File: src/rtl/core/hsvrgb_pkg.sv
// ----------------------------------------------------------------------------
// hsvrgb_pkg
// Shared types and constants of the HSV to RGB pixel converter.
// ----------------------------------------------------------------------------
package hsvrgb_pkg;

	localparam int unsigned HUE_W  = 16;
	localparam int unsigned CH_W   = 9;
	localparam int unsigned FRAC_W = 13;
	localparam int unsigned SEC_W  = 3;

	localparam logic [HUE_W-1:0]  HUE_TURN     = 16'd46080;
	localparam logic [FRAC_W-1:0] FRAC_SPAN    = 13'd7680;
	localparam int unsigned       SECTOR_CODES = 7680;

	// 7680 = 15 * 2^9: divide by the power of two, then by 15 via reciprocal
	localparam int unsigned SECTOR_SH = 9;
	localparam int unsigned QUO_W     = 13;
	localparam int unsigned RECIP_W   = 14;
	localparam int unsigned RECIP_SH  = 17;
	localparam logic [RECIP_W-1:0] RECIP_MUL = 14'd8739;

	localparam int unsigned PIPE_DEPTH = 7;

	typedef enum logic [SEC_W-1:0] {
		SEC_R_Y = 3'd0,
		SEC_Y_G = 3'd1,
		SEC_G_C = 3'd2,
		SEC_C_B = 3'd3,
		SEC_B_M = 3'd4,
		SEC_M_R = 3'd5
	} sector_t;

	typedef struct packed {
		sector_t           sector;
		logic [FRAC_W-1:0] frac;
		logic [CH_W-1:0]   sat;
		logic [CH_W-1:0]   val;
	} hsv_pos_t;

	typedef struct packed {
		sector_t         sector;
		logic            gray;
		logic [CH_W-1:0] val;
		logic [CH_W-1:0] p;
		logic [CH_W-1:0] q;
		logic [CH_W-1:0] t;
	} hsv_terms_t;

	function automatic logic [HUE_W-1:0] sector_base(input sector_t sec);
		logic [HUE_W-1:0] base;
		case (sec)
			SEC_R_Y: base = 16'd0;
			SEC_Y_G: base = 16'd7680;
			SEC_G_C: base = 16'd15360;
			SEC_C_B: base = 16'd23040;
			SEC_B_M: base = 16'd30720;
			SEC_M_R: base = 16'd38400;
			default: base = 16'd0;
		endcase
		return base;
	endfunction

endpackage

File: src/rtl/core/hsvrgb_if.sv
// ----------------------------------------------------------------------------
// hsvrgb_if
// Valid/ready stream interfaces for HSV pixels in and RGB pixels out.
// ----------------------------------------------------------------------------
interface hsvrgb_hsv_if;
	logic                         valid;
	logic                         ready;
	logic [hsvrgb_pkg::HUE_W-1:0] hue;
	logic [hsvrgb_pkg::CH_W-1:0]  saturation;
	logic [hsvrgb_pkg::CH_W-1:0]  brightness;

	modport source(output valid, output hue, output saturation, output brightness,
		input ready);
	modport sink(input valid, input hue, input saturation, input brightness,
		output ready);
endinterface

interface hsvrgb_rgb_if;
	logic                        valid;
	logic                        ready;
	logic [hsvrgb_pkg::CH_W-1:0] red;
	logic [hsvrgb_pkg::CH_W-1:0] green;
	logic [hsvrgb_pkg::CH_W-1:0] blue;

	modport source(output valid, output red, output green, output blue, input ready);
	modport sink(input valid, input red, input green, input blue, output ready);
endinterface

File: src/rtl/core/hsv_to_rgb_converter.sv
// ----------------------------------------------------------------------------
// hsv_to_rgb_converter
// Throughput: one pixel per cycle while rgb is not stalled; seven register stages, three of them with multiplies
// (s*f and p products, value times the q/t numerators, reciprocal divide by 15).
// A stalled stage holds; empty stages further up keep taking pixels.
// Reset: arst_n clears all stage valid bits; payload registers keep data.
// ----------------------------------------------------------------------------
module hsv_to_rgb_converter #(
	parameter int unsigned UNIT_BITS = 8
) (
	input  logic         clk,
	input  logic         arst_n,
	hsvrgb_hsv_if.sink   hsv,
	hsvrgb_rgb_if.source rgb
);
	import hsvrgb_pkg::*;

	logic       pos_valid;
	logic       pos_ready;
	hsv_pos_t   pos;
	logic       trm_valid;
	logic       trm_ready;
	hsv_terms_t trm;

	hsvrgb_sector #(
		.UNIT_BITS(UNIT_BITS)
	) u_sector (
		.clk      (clk),
		.arst_n   (arst_n),
		.hsv      (hsv),
		.pos_valid(pos_valid),
		.pos_ready(pos_ready),
		.pos      (pos)
	);

	hsvrgb_terms #(
		.UNIT_BITS(UNIT_BITS)
	) u_terms (
		.clk      (clk),
		.arst_n   (arst_n),
		.pos_valid(pos_valid),
		.pos_ready(pos_ready),
		.pos      (pos),
		.trm_valid(trm_valid),
		.trm_ready(trm_ready),
		.trm      (trm)
	);

	hsvrgb_order u_order (
		.clk      (clk),
		.arst_n   (arst_n),
		.trm_valid(trm_valid),
		.trm_ready(trm_ready),
		.trm      (trm),
		.rgb      (rgb)
	);

endmodule

File: src/rtl/core/hsvrgb_sector.sv
// ----------------------------------------------------------------------------
// hsvrgb_sector
// Stages 1-2: wrap hue, clamp saturation and value, split hue into sector
// and fraction within the sector.
// ----------------------------------------------------------------------------
module hsvrgb_sector #(
	parameter int unsigned UNIT_BITS = 8
) (
	input  logic                 clk,
	input  logic                 arst_n,
	hsvrgb_hsv_if.sink           hsv,
	output logic                 pos_valid,
	input  logic                 pos_ready,
	output hsvrgb_pkg::hsv_pos_t pos
);
	import hsvrgb_pkg::*;

	localparam int unsigned ONE      = 1 << UNIT_BITS;
	localparam int unsigned CH_MAX   = (1 << CH_W) - 1;
	localparam logic [CH_W-1:0] UNIT_LIM = CH_W'((ONE > CH_MAX) ? CH_MAX : ONE);

	logic             vld_s1;
	logic             rdy_s1;
	logic [HUE_W-1:0] hue_s1;
	logic [CH_W-1:0]  sat_s1;
	logic [CH_W-1:0]  val_s1;
	logic             vld_s2;
	logic             rdy_s2;
	hsv_pos_t         pos_s2;
	logic [HUE_W-1:0] hue_wrap;
	sector_t          sec;

	assign rdy_s2    = !vld_s2 || pos_ready;
	assign rdy_s1    = !vld_s1 || rdy_s2;
	assign hsv.ready = rdy_s1;
	assign pos_valid = vld_s2;
	assign pos       = pos_s2;

	assign hue_wrap = (hsv.hue >= HUE_TURN) ? (hsv.hue - HUE_TURN) : hsv.hue;

	always_comb begin
		if (hue_s1 >= sector_base(SEC_M_R)) begin
			sec = SEC_M_R;
		end else if (hue_s1 >= sector_base(SEC_B_M)) begin
			sec = SEC_B_M;
		end else if (hue_s1 >= sector_base(SEC_C_B)) begin
			sec = SEC_C_B;
		end else if (hue_s1 >= sector_base(SEC_G_C)) begin
			sec = SEC_G_C;
		end else if (hue_s1 >= sector_base(SEC_Y_G)) begin
			sec = SEC_Y_G;
		end else begin
			sec = SEC_R_Y;
		end
	end

	always_ff @(posedge clk or negedge arst_n) begin
		if (!arst_n) begin
			vld_s1 <= 1'b0;
			vld_s2 <= 1'b0;
		end else begin
			if (rdy_s1) begin
				vld_s1 <= hsv.valid;
			end
			if (rdy_s2) begin
				vld_s2 <= vld_s1;
			end
		end
	end

	always_ff @(posedge clk) begin
		if (rdy_s1 && hsv.valid) begin
			hue_s1 <= hue_wrap;
			sat_s1 <= (hsv.saturation > UNIT_LIM) ? UNIT_LIM : hsv.saturation;
			val_s1 <= (hsv.brightness > UNIT_LIM) ? UNIT_LIM : hsv.brightness;
		end
		if (rdy_s2 && vld_s1) begin
			pos_s2.sector <= sec;
			pos_s2.frac   <= FRAC_W'(hue_s1 - sector_base(sec));
			pos_s2.sat    <= sat_s1;
			pos_s2.val    <= val_s1;
		end
	end

endmodule

File: src/rtl/core/hsvrgb_terms.sv
// ----------------------------------------------------------------------------
// hsvrgb_terms
// Stages 3-6: form p, q and t with truncating fixed-point multiplies.
// ----------------------------------------------------------------------------
module hsvrgb_terms #(
	parameter int unsigned UNIT_BITS = 8
) (
	input  logic                   clk,
	input  logic                   arst_n,
	input  logic                   pos_valid,
	output logic                   pos_ready,
	input  hsvrgb_pkg::hsv_pos_t   pos,
	output logic                   trm_valid,
	input  logic                   trm_ready,
	output hsvrgb_pkg::hsv_terms_t trm
);
	import hsvrgb_pkg::*;

	localparam int unsigned ONE = 1 << UNIT_BITS;
	localparam int unsigned OW  = (UNIT_BITS + 1 > CH_W) ? UNIT_BITS + 1 : CH_W;
	localparam int unsigned DW  = UNIT_BITS + FRAC_W;
	localparam int unsigned PW  = CH_W + FRAC_W;
	localparam int unsigned SW  = (DW > PW) ? DW : PW;
	localparam int unsigned MW  = CH_W + DW;
	localparam int unsigned SH  = UNIT_BITS + SECTOR_SH;
	localparam int unsigned RW  = QUO_W + RECIP_W;
	localparam logic [DW-1:0] DEN = DW'(ONE * SECTOR_CODES);

	typedef struct packed {
		sector_t         sector;
		logic            gray;
		logic [CH_W-1:0] val;
		logic [CH_W-1:0] p;
	} side_t;

	logic             vld_s3, vld_s4, vld_s5, vld_s6;
	logic             rdy_s3, rdy_s4, rdy_s5, rdy_s6;
	side_t            side_s3, side_s4, side_s5, side_s6;
	logic [PW-1:0]    sq_s3, st_s3;
	logic [DW-1:0]    dq_s4, dt_s4;
	logic [QUO_W-1:0] mq_s5, mt_s5;
	logic [CH_W-1:0]  q_s6, t_s6;

	logic [FRAC_W-1:0]  frac_rest;
	logic [OW-1:0]      one_minus_s;
	logic [CH_W+OW-1:0] pv;
	logic [MW-1:0]      mq, mt;
	logic [RW-1:0]      rq, rt;

	assign rdy_s6    = !vld_s6 || trm_ready;
	assign rdy_s5    = !vld_s5 || rdy_s6;
	assign rdy_s4    = !vld_s4 || rdy_s5;
	assign rdy_s3    = !vld_s3 || rdy_s4;
	assign pos_ready = rdy_s3;

	assign frac_rest   = FRAC_SPAN - pos.frac;
	assign one_minus_s = OW'(ONE) - OW'(pos.sat);
	assign pv          = (CH_W + OW)'(pos.val) * (CH_W + OW)'(one_minus_s);
	assign mq          = MW'(side_s4.val) * MW'(dq_s4);
	assign mt          = MW'(side_s4.val) * MW'(dt_s4);
	assign rq          = RW'(mq_s5) * RW'(RECIP_MUL);
	assign rt          = RW'(mt_s5) * RW'(RECIP_MUL);

	assign trm_valid  = vld_s6;
	assign trm.sector = side_s6.sector;
	assign trm.gray   = side_s6.gray;
	assign trm.val    = side_s6.val;
	assign trm.p      = side_s6.p;
	assign trm.q      = q_s6;
	assign trm.t      = t_s6;

	always_ff @(posedge clk or negedge arst_n) begin
		if (!arst_n) begin
			vld_s3 <= 1'b0;
			vld_s4 <= 1'b0;
			vld_s5 <= 1'b0;
			vld_s6 <= 1'b0;
		end else begin
			if (rdy_s3) begin
				vld_s3 <= pos_valid;
			end
			if (rdy_s4) begin
				vld_s4 <= vld_s3;
			end
			if (rdy_s5) begin
				vld_s5 <= vld_s4;
			end
			if (rdy_s6) begin
				vld_s6 <= vld_s5;
			end
		end
	end

	always_ff @(posedge clk) begin
		if (rdy_s3 && pos_valid) begin
			side_s3.sector <= pos.sector;
			side_s3.gray   <= (pos.sat == '0);
			side_s3.val    <= pos.val;
			side_s3.p      <= CH_W'(pv >> UNIT_BITS);
			sq_s3          <= PW'(pos.sat) * PW'(pos.frac);
			st_s3          <= PW'(pos.sat) * PW'(frac_rest);
		end
		if (rdy_s4 && vld_s3) begin
			side_s4 <= side_s3;
			dq_s4   <= DW'(SW'(DEN) - SW'(sq_s3));
			dt_s4   <= DW'(SW'(DEN) - SW'(st_s3));
		end
		if (rdy_s5 && vld_s4) begin
			side_s5 <= side_s4;
			mq_s5   <= QUO_W'(mq >> SH);
			mt_s5   <= QUO_W'(mt >> SH);
		end
		if (rdy_s6 && vld_s5) begin
			side_s6 <= side_s5;
			q_s6    <= CH_W'(rq >> RECIP_SH);
			t_s6    <= CH_W'(rt >> RECIP_SH);
		end
	end

endmodule

File: src/rtl/core/hsvrgb_order.sv
// ----------------------------------------------------------------------------
// hsvrgb_order
// Stage 7: place v, p, q and t on red, green and blue by sector (v on all
// three when saturation is zero) and hold the result in the output register.
// ----------------------------------------------------------------------------
module hsvrgb_order (
	input  logic                   clk,
	input  logic                   arst_n,
	input  logic                   trm_valid,
	output logic                   trm_ready,
	input  hsvrgb_pkg::hsv_terms_t trm,
	hsvrgb_rgb_if.source           rgb
);
	import hsvrgb_pkg::*;

	logic            vld_q;
	logic [CH_W-1:0] red_q, green_q, blue_q;
	logic [CH_W-1:0] red_d, green_d, blue_d;

	assign trm_ready = !vld_q || rgb.ready;
	assign rgb.valid = vld_q;
	assign rgb.red   = red_q;
	assign rgb.green = green_q;
	assign rgb.blue  = blue_q;

	always_comb begin
		if (trm.gray) begin
			red_d   = trm.val;
			green_d = trm.val;
			blue_d  = trm.val;
		end else begin
			case (trm.sector)
				SEC_R_Y: begin
					red_d = trm.val; green_d = trm.t;   blue_d = trm.p;
				end
				SEC_Y_G: begin
					red_d = trm.q;   green_d = trm.val; blue_d = trm.p;
				end
				SEC_G_C: begin
					red_d = trm.p;   green_d = trm.val; blue_d = trm.t;
				end
				SEC_C_B: begin
					red_d = trm.p;   green_d = trm.q;   blue_d = trm.val;
				end
				SEC_B_M: begin
					red_d = trm.t;   green_d = trm.p;   blue_d = trm.val;
				end
				default: begin
					red_d = trm.val; green_d = trm.p;   blue_d = trm.q;
				end
			endcase
		end
	end

	always_ff @(posedge clk or negedge arst_n) begin
		if (!arst_n) begin
			vld_q <= 1'b0;
		end else if (trm_ready) begin
			vld_q <= trm_valid;
		end
	end

	always_ff @(posedge clk) begin
		if (trm_ready && trm_valid) begin
			red_q   <= red_d;
			green_q <= green_d;
			blue_q  <= blue_d;
		end
	end

endmodule

File: src/flat_wrapper.sv
// flat-port wrapper written by rule: the top's interface ports become plain ports
module hsv_to_rgb_converter_flat import hsvrgb_pkg::*;
#(
	parameter int unsigned UNIT_BITS = 8
)
  (clk, arst_n, hsv_valid, hsv_hue, hsv_saturation, hsv_brightness, hsv_ready, rgb_valid, rgb_red, rgb_green, rgb_blue, rgb_ready);
  hsvrgb_hsv_if hsv_i ();
  hsvrgb_rgb_if rgb_i ();
  input  logic clk;
  input  logic arst_n;
  input wire logic [$bits(hsv_i.valid)-1:0] hsv_valid;
  input wire logic [$bits(hsv_i.hue)-1:0] hsv_hue;
  input wire logic [$bits(hsv_i.saturation)-1:0] hsv_saturation;
  input wire logic [$bits(hsv_i.brightness)-1:0] hsv_brightness;
  output wire logic [$bits(hsv_i.ready)-1:0] hsv_ready;
  output wire logic [$bits(rgb_i.valid)-1:0] rgb_valid;
  output wire logic [$bits(rgb_i.red)-1:0] rgb_red;
  output wire logic [$bits(rgb_i.green)-1:0] rgb_green;
  output wire logic [$bits(rgb_i.blue)-1:0] rgb_blue;
  input wire logic [$bits(rgb_i.ready)-1:0] rgb_ready;
  assign hsv_i.valid = hsv_valid;
  assign hsv_i.hue = hsv_hue;
  assign hsv_i.saturation = hsv_saturation;
  assign hsv_i.brightness = hsv_brightness;
  assign hsv_ready = hsv_i.ready;
  assign rgb_valid = rgb_i.valid;
  assign rgb_red = rgb_i.red;
  assign rgb_green = rgb_i.green;
  assign rgb_blue = rgb_i.blue;
  assign rgb_i.ready = rgb_ready;
  hsv_to_rgb_converter #(.UNIT_BITS(UNIT_BITS)) u_core (.clk(clk), .arst_n(arst_n), .hsv(hsv_i), .rgb(rgb_i));
endmodule
File: config.mk
export PLATFORM = sky130hd
export DESIGN_NAME = hsv_to_rgb_converter_flat
export DESIGN_NICKNAME = d
export VERILOG_FILES = /design/src/rtl/core/hsvrgb_pkg.sv /design/src/rtl/core/hsvrgb_if.sv /design/src/rtl/core/hsv_to_rgb_converter.sv /design/src/rtl/core/hsvrgb_sector.sv /design/src/rtl/core/hsvrgb_terms.sv /design/src/rtl/core/hsvrgb_order.sv /design/src/flat_wrapper.sv
export SDC_FILE = /design/constraint.sdc
export NUM_CORES = 2
export LEC_CHECK = 0
export ABC_AREA = 1
export BUFFER_PORTS_ARGS = -buffer_cell sky130_fd_sc_hd__buf_4
export CORE_ASPECT_RATIO = 1.25
export CORE_MARGIN = 1
export CORE_UTILIZATION = 45
export DETAILED_ROUTE_END_ITERATION = 12
export GPL_TIMING_DRIVEN = 0
export SLEW_MARGIN = 5
export SYNTH_ARGS = -nofsm -noshare
export SYNTH_HDL_FRONTEND = slang
export SYNTH_SLANG_ARGS = --single-unit
File: constraint.sdc
create_clock -name clk -period 11 [get_ports clk]
set_input_delay 0.55 -clock clk [delete_from_list [all_inputs] [get_ports clk]]
set_output_delay 0.55 -clock clk [all_outputs]
set_load 0.01 [all_outputs]
==> summary.txt <==
Floorplanning
  – Initial Utilization: 45.5%
  – Die height: 331 um
  – # IOs: 67
  – Die area: 0.0878 mm2
  – Core footprint: 0.0857 mm2
  – # rows: 120
  – Die X: 265 um

Worst setup path
  – Crit-path max FO: 10
  – Crit path DAT: 6.41 ns
  – Crit path kind: reg -> reg
  – Worst reg2reg startpoint: u_core.u_terms.side_s4[10]$_DFFE_PP_
  – Setup crit start: u_core.u_terms.side_s4[10]$_DFFE_PP_
  – Startpoint types: register
  – Reg2reg setup slack: 4.89 ns
  – Reg-to-Reg End: u_core.u_terms.mq_s5[6]$_DFFE_PP_
  – Worst r2r path cells: 18
  – Crit path capture: u_core.u_terms.mq_s5[6]$_DFFE_PP_
  – Critical Path RT: 11.29 ns
  – Crit. End Element: register

Routing
  – Drt total wl: 92,700 um
  – Vias/cell: 4.89
  – Wirelength per Cell: 15.6 um
  – First drt pass iteration count: 7
  – Total number of vias: 29,082
  – Final ANT Viol Nets: 0
  – DRC: 0
  – DRT iter0 DRCs: 1,319

Synth
  – Synth Instances: 4,660
  – Compound-Gate Fraction of Synth Area: 5.39%
  – Post-synthesis register bit count: 316
  – Post-synth cell types: 56
  – Yosys top cell by area: fa_1
  – Mean Syn Cell Area: 8.37 um2
  – Yosys top cell area share: 26.0%
  – Post-synthesis simple-gate area fraction: 17.4%
  – Largest family of logic cells by synthesized area: adder cells
  – Synth top cells by count: inv_1, nand2_1, fa_1, ha_1, edfxtp_1
  – Mapped Nets: 5,561
  – Post-synthesis xor/xnor area fraction: 2.24%
  – Number of synthesized flops with an enable pin: 309
  – Main area contributors after synthesis: fa_1, edfxtp_1, inv_1, ha_1, nand2_1
  – Yosys warning count: 0
  – Count leader, synth: inv_1
  – Post-synthesis mux area share: 0%
  – Async SR Flop Fraction: 2.22%
  – Synth Area in Adders: 37.5%
  – Synth Cell Area: 0.0390 mm2
  – Register area share after synthesis: 24.2%
  – Prevailing post-synth register cell: edfxtp_1

Timing
  – Max Fclk: 0.164 GHz
  – Relative slew slack: 24.0%
  – Worst-Margin Slew: 1.13 ns
  – Fin Setup TNS: 0 ns
  – Unrepaired setup endpoints after global routing: false
  – Final Max Slew Viols: 0
  – Clock skew: 0.0278 ns
  – Hold Fails Final Rpt: 0
  – Final setup violation count: 0
  – Min Clock Period, post-route: 6.11 ns
  – Final period utilization: 55.6%

Layout
  – Post-layout util: 49.2%
  – Area grow syn2layout: 8.24%
  – Share of layout cells above drive strength 1: 4.40%
  – Nets: 5,670
  – Ant diodes: 0
  – Fillers: 8,364

Global route
  – Largest net degree at the start of global routing: 41
  – First-pass GRT wire length: 153,000 um
  – Total Routing Usage GR: 22.0%
  – Initial antenna violation count: 0
  – Vias in the first global route: 30,196
  – Grt ovf: 0

Clocking
  – Post-CTS Setup Repair Bufs: 0
  – # H-tree levels: 2
  – Clock Pin Slew Worst Setup and Hold Paths: 0.06 ns
  – Clock latency on the worst-skew pair: 0.56 ns
  – Clock Tree Root: clkbuf_16
  – Clock buffer depth: 3
  – Clk sink count: 316
  – CTS tree: yes
  – Num CTS Buffers: 35

Hold path
  – Hold Path Class: in -> reg
  – Hold_sp: hsv_hue[5]

Status
  – Status: finished, final reports clean

Place
  – Gp weighted congestion: 0.908
  – I/O Buffers: 66
  – Post-detail-place hpwl: 78,200 um

Run
  – Number of max-cap violations: 0
cell families after synthesis:
family | after synthesis
xor gates and xnor gates | 99
buffers and inverters | 1363
and+or+nand+nor | 1655
DFF | 316
adders and majority gates | 863
AOI/OAI and AO/OA | 364
per-stage QoR:
step	instances	area [um2]	hold WS, ns	setup WS [ns]
after floorplan	4660	39000	0.254	6.05
after global placement	5885	40900	0.367	4.88
after detailed placement	5890	41100	0.369	4.87
after CTS	5953	42200	0.164	4.87
after global routing	5953	42200	0.172	4.66
final	5953	42200	0.196	4.89
area by class of cell:
type | count | area, um2 | share of cell area [%]
multi-input cells | 2981 | 24400 | 57.8
flip-flops and latches | 316 | 9450 | 22.4
inverters | 1229 | 4620 | 10.9
well taps | 1159 | 1450 | 3.44
clock buffers | 38 | 887 | 2.10
repair buffers | 72 | 601 | 1.42
plain buffers | 134 | 559 | 1.33
clock inverters | 24 | 255 | 0.605
registers in the layout (all words and copies together), names as in the netlist, 16 cells and up:
signal                  cells
u_core.u_sector.hue_s1     16
u_core.u_sector.pos        34
u_core.u_terms.dq_s4       21
u_core.u_terms.dt_s4       20
u_core.u_terms.side_s3     22
u_core.u_terms.side_s4     22
u_core.u_terms.side_s5     22
u_core.u_terms.sq_s3       21
u_core.u_terms.st_s3       20
u_core.u_terms.trm         22
routing by layer:
metal	share of wire (%)	track usage, %	up-vias	wire, um
li1	-	-	14302	-
met1	41	26.0	13983	37700
met2	52	41.3	636	48200
met3	3.7	1.96	161	3400
met4	3.6	7.69	0	3340
met5	0	0	-	0
critical path, cell delays in order (launching register included):
cell and delay, ns:
edfxtp_1 0.68, clkbuf_1 0.61, clkbuf_1 0.57, nand2_1 0.17, fa_1 0.56, inv_1 0.06
fa_1 0.49, fa_1 0.54, inv_1 0.05, fa_1 0.51, inv_1 0.05, ha_1 0.41
nand2_1 0.12, nor2_1 0.22, nand2_1 0.10, nor4_1 0.28, o21ai_0 0.24, nand4_1 0.12
nand2_1 0.05
what timing repair did:
action,CTS,global route
gates resized for setup,0,0
hold endpoints to repair,7,0
hold buffers,1,0
layout by cell type (no fill, tap or decap), types with 7 or more instances in the layout:
master     synthesis  final
o211ai_1          10     10
nor3_1            40     40
a21o_1            20     20
buf_2              9      9
nand2_1         1096   1096
o21ai_0          103    103
edfxtp_1         309    309
clkinv_4           0      7
xor2_1            66     66
inv_2              7      9
o22ai_1           14     14
nor4_1            12     12
a21oi_1          148    147
nor2_2            15     16
clkbuf_1         106    109
dfrtp_1            7      7
nand3_1          114    114
nand4_1           41     41
a211oi_1          12     12
buf_1             11     11
clkbuf_16          0     35
o21bai_1          20     20
nand2_2            8      8
ha_1             356    356
nor2_1           298    296
o21a_1             7      7
buf_4              5     71
clkinv_1           4      8
o221ai_1           8      8
fa_1             507    507
xnor2_1           32     32
inv_1           1216   1212
worst min-delay path by stage:
stage | endpoint | slack (ns) | cells past startpoint
5_1_grt | u_core.u_sector.hue_s1[3]$_DFFE_PP_ | 0.17 | 1
2_1_floorplan | u_core.u_order.rgb.valid$_DFFE_PN0P_ | 0.25 | 0
3_3_place_gp | u_core.u_order.rgb.valid$_DFFE_PN0P_ | 0.37 | 1
3_5_place_dp | u_core.u_order.rgb.valid$_DFFE_PN0P_ | 0.37 | 1
6_report | u_core.u_sector.hue_s1[5]$_DFFE_PP_ | 0.20 | 1
4_1_cts | u_core.u_sector.hue_s1[4]$_DFFE_PP_ | 0.16 | 1
Power is not shown: default switching activity piles up to over one toggle a cycle in this logic, so the estimate is an artifact.
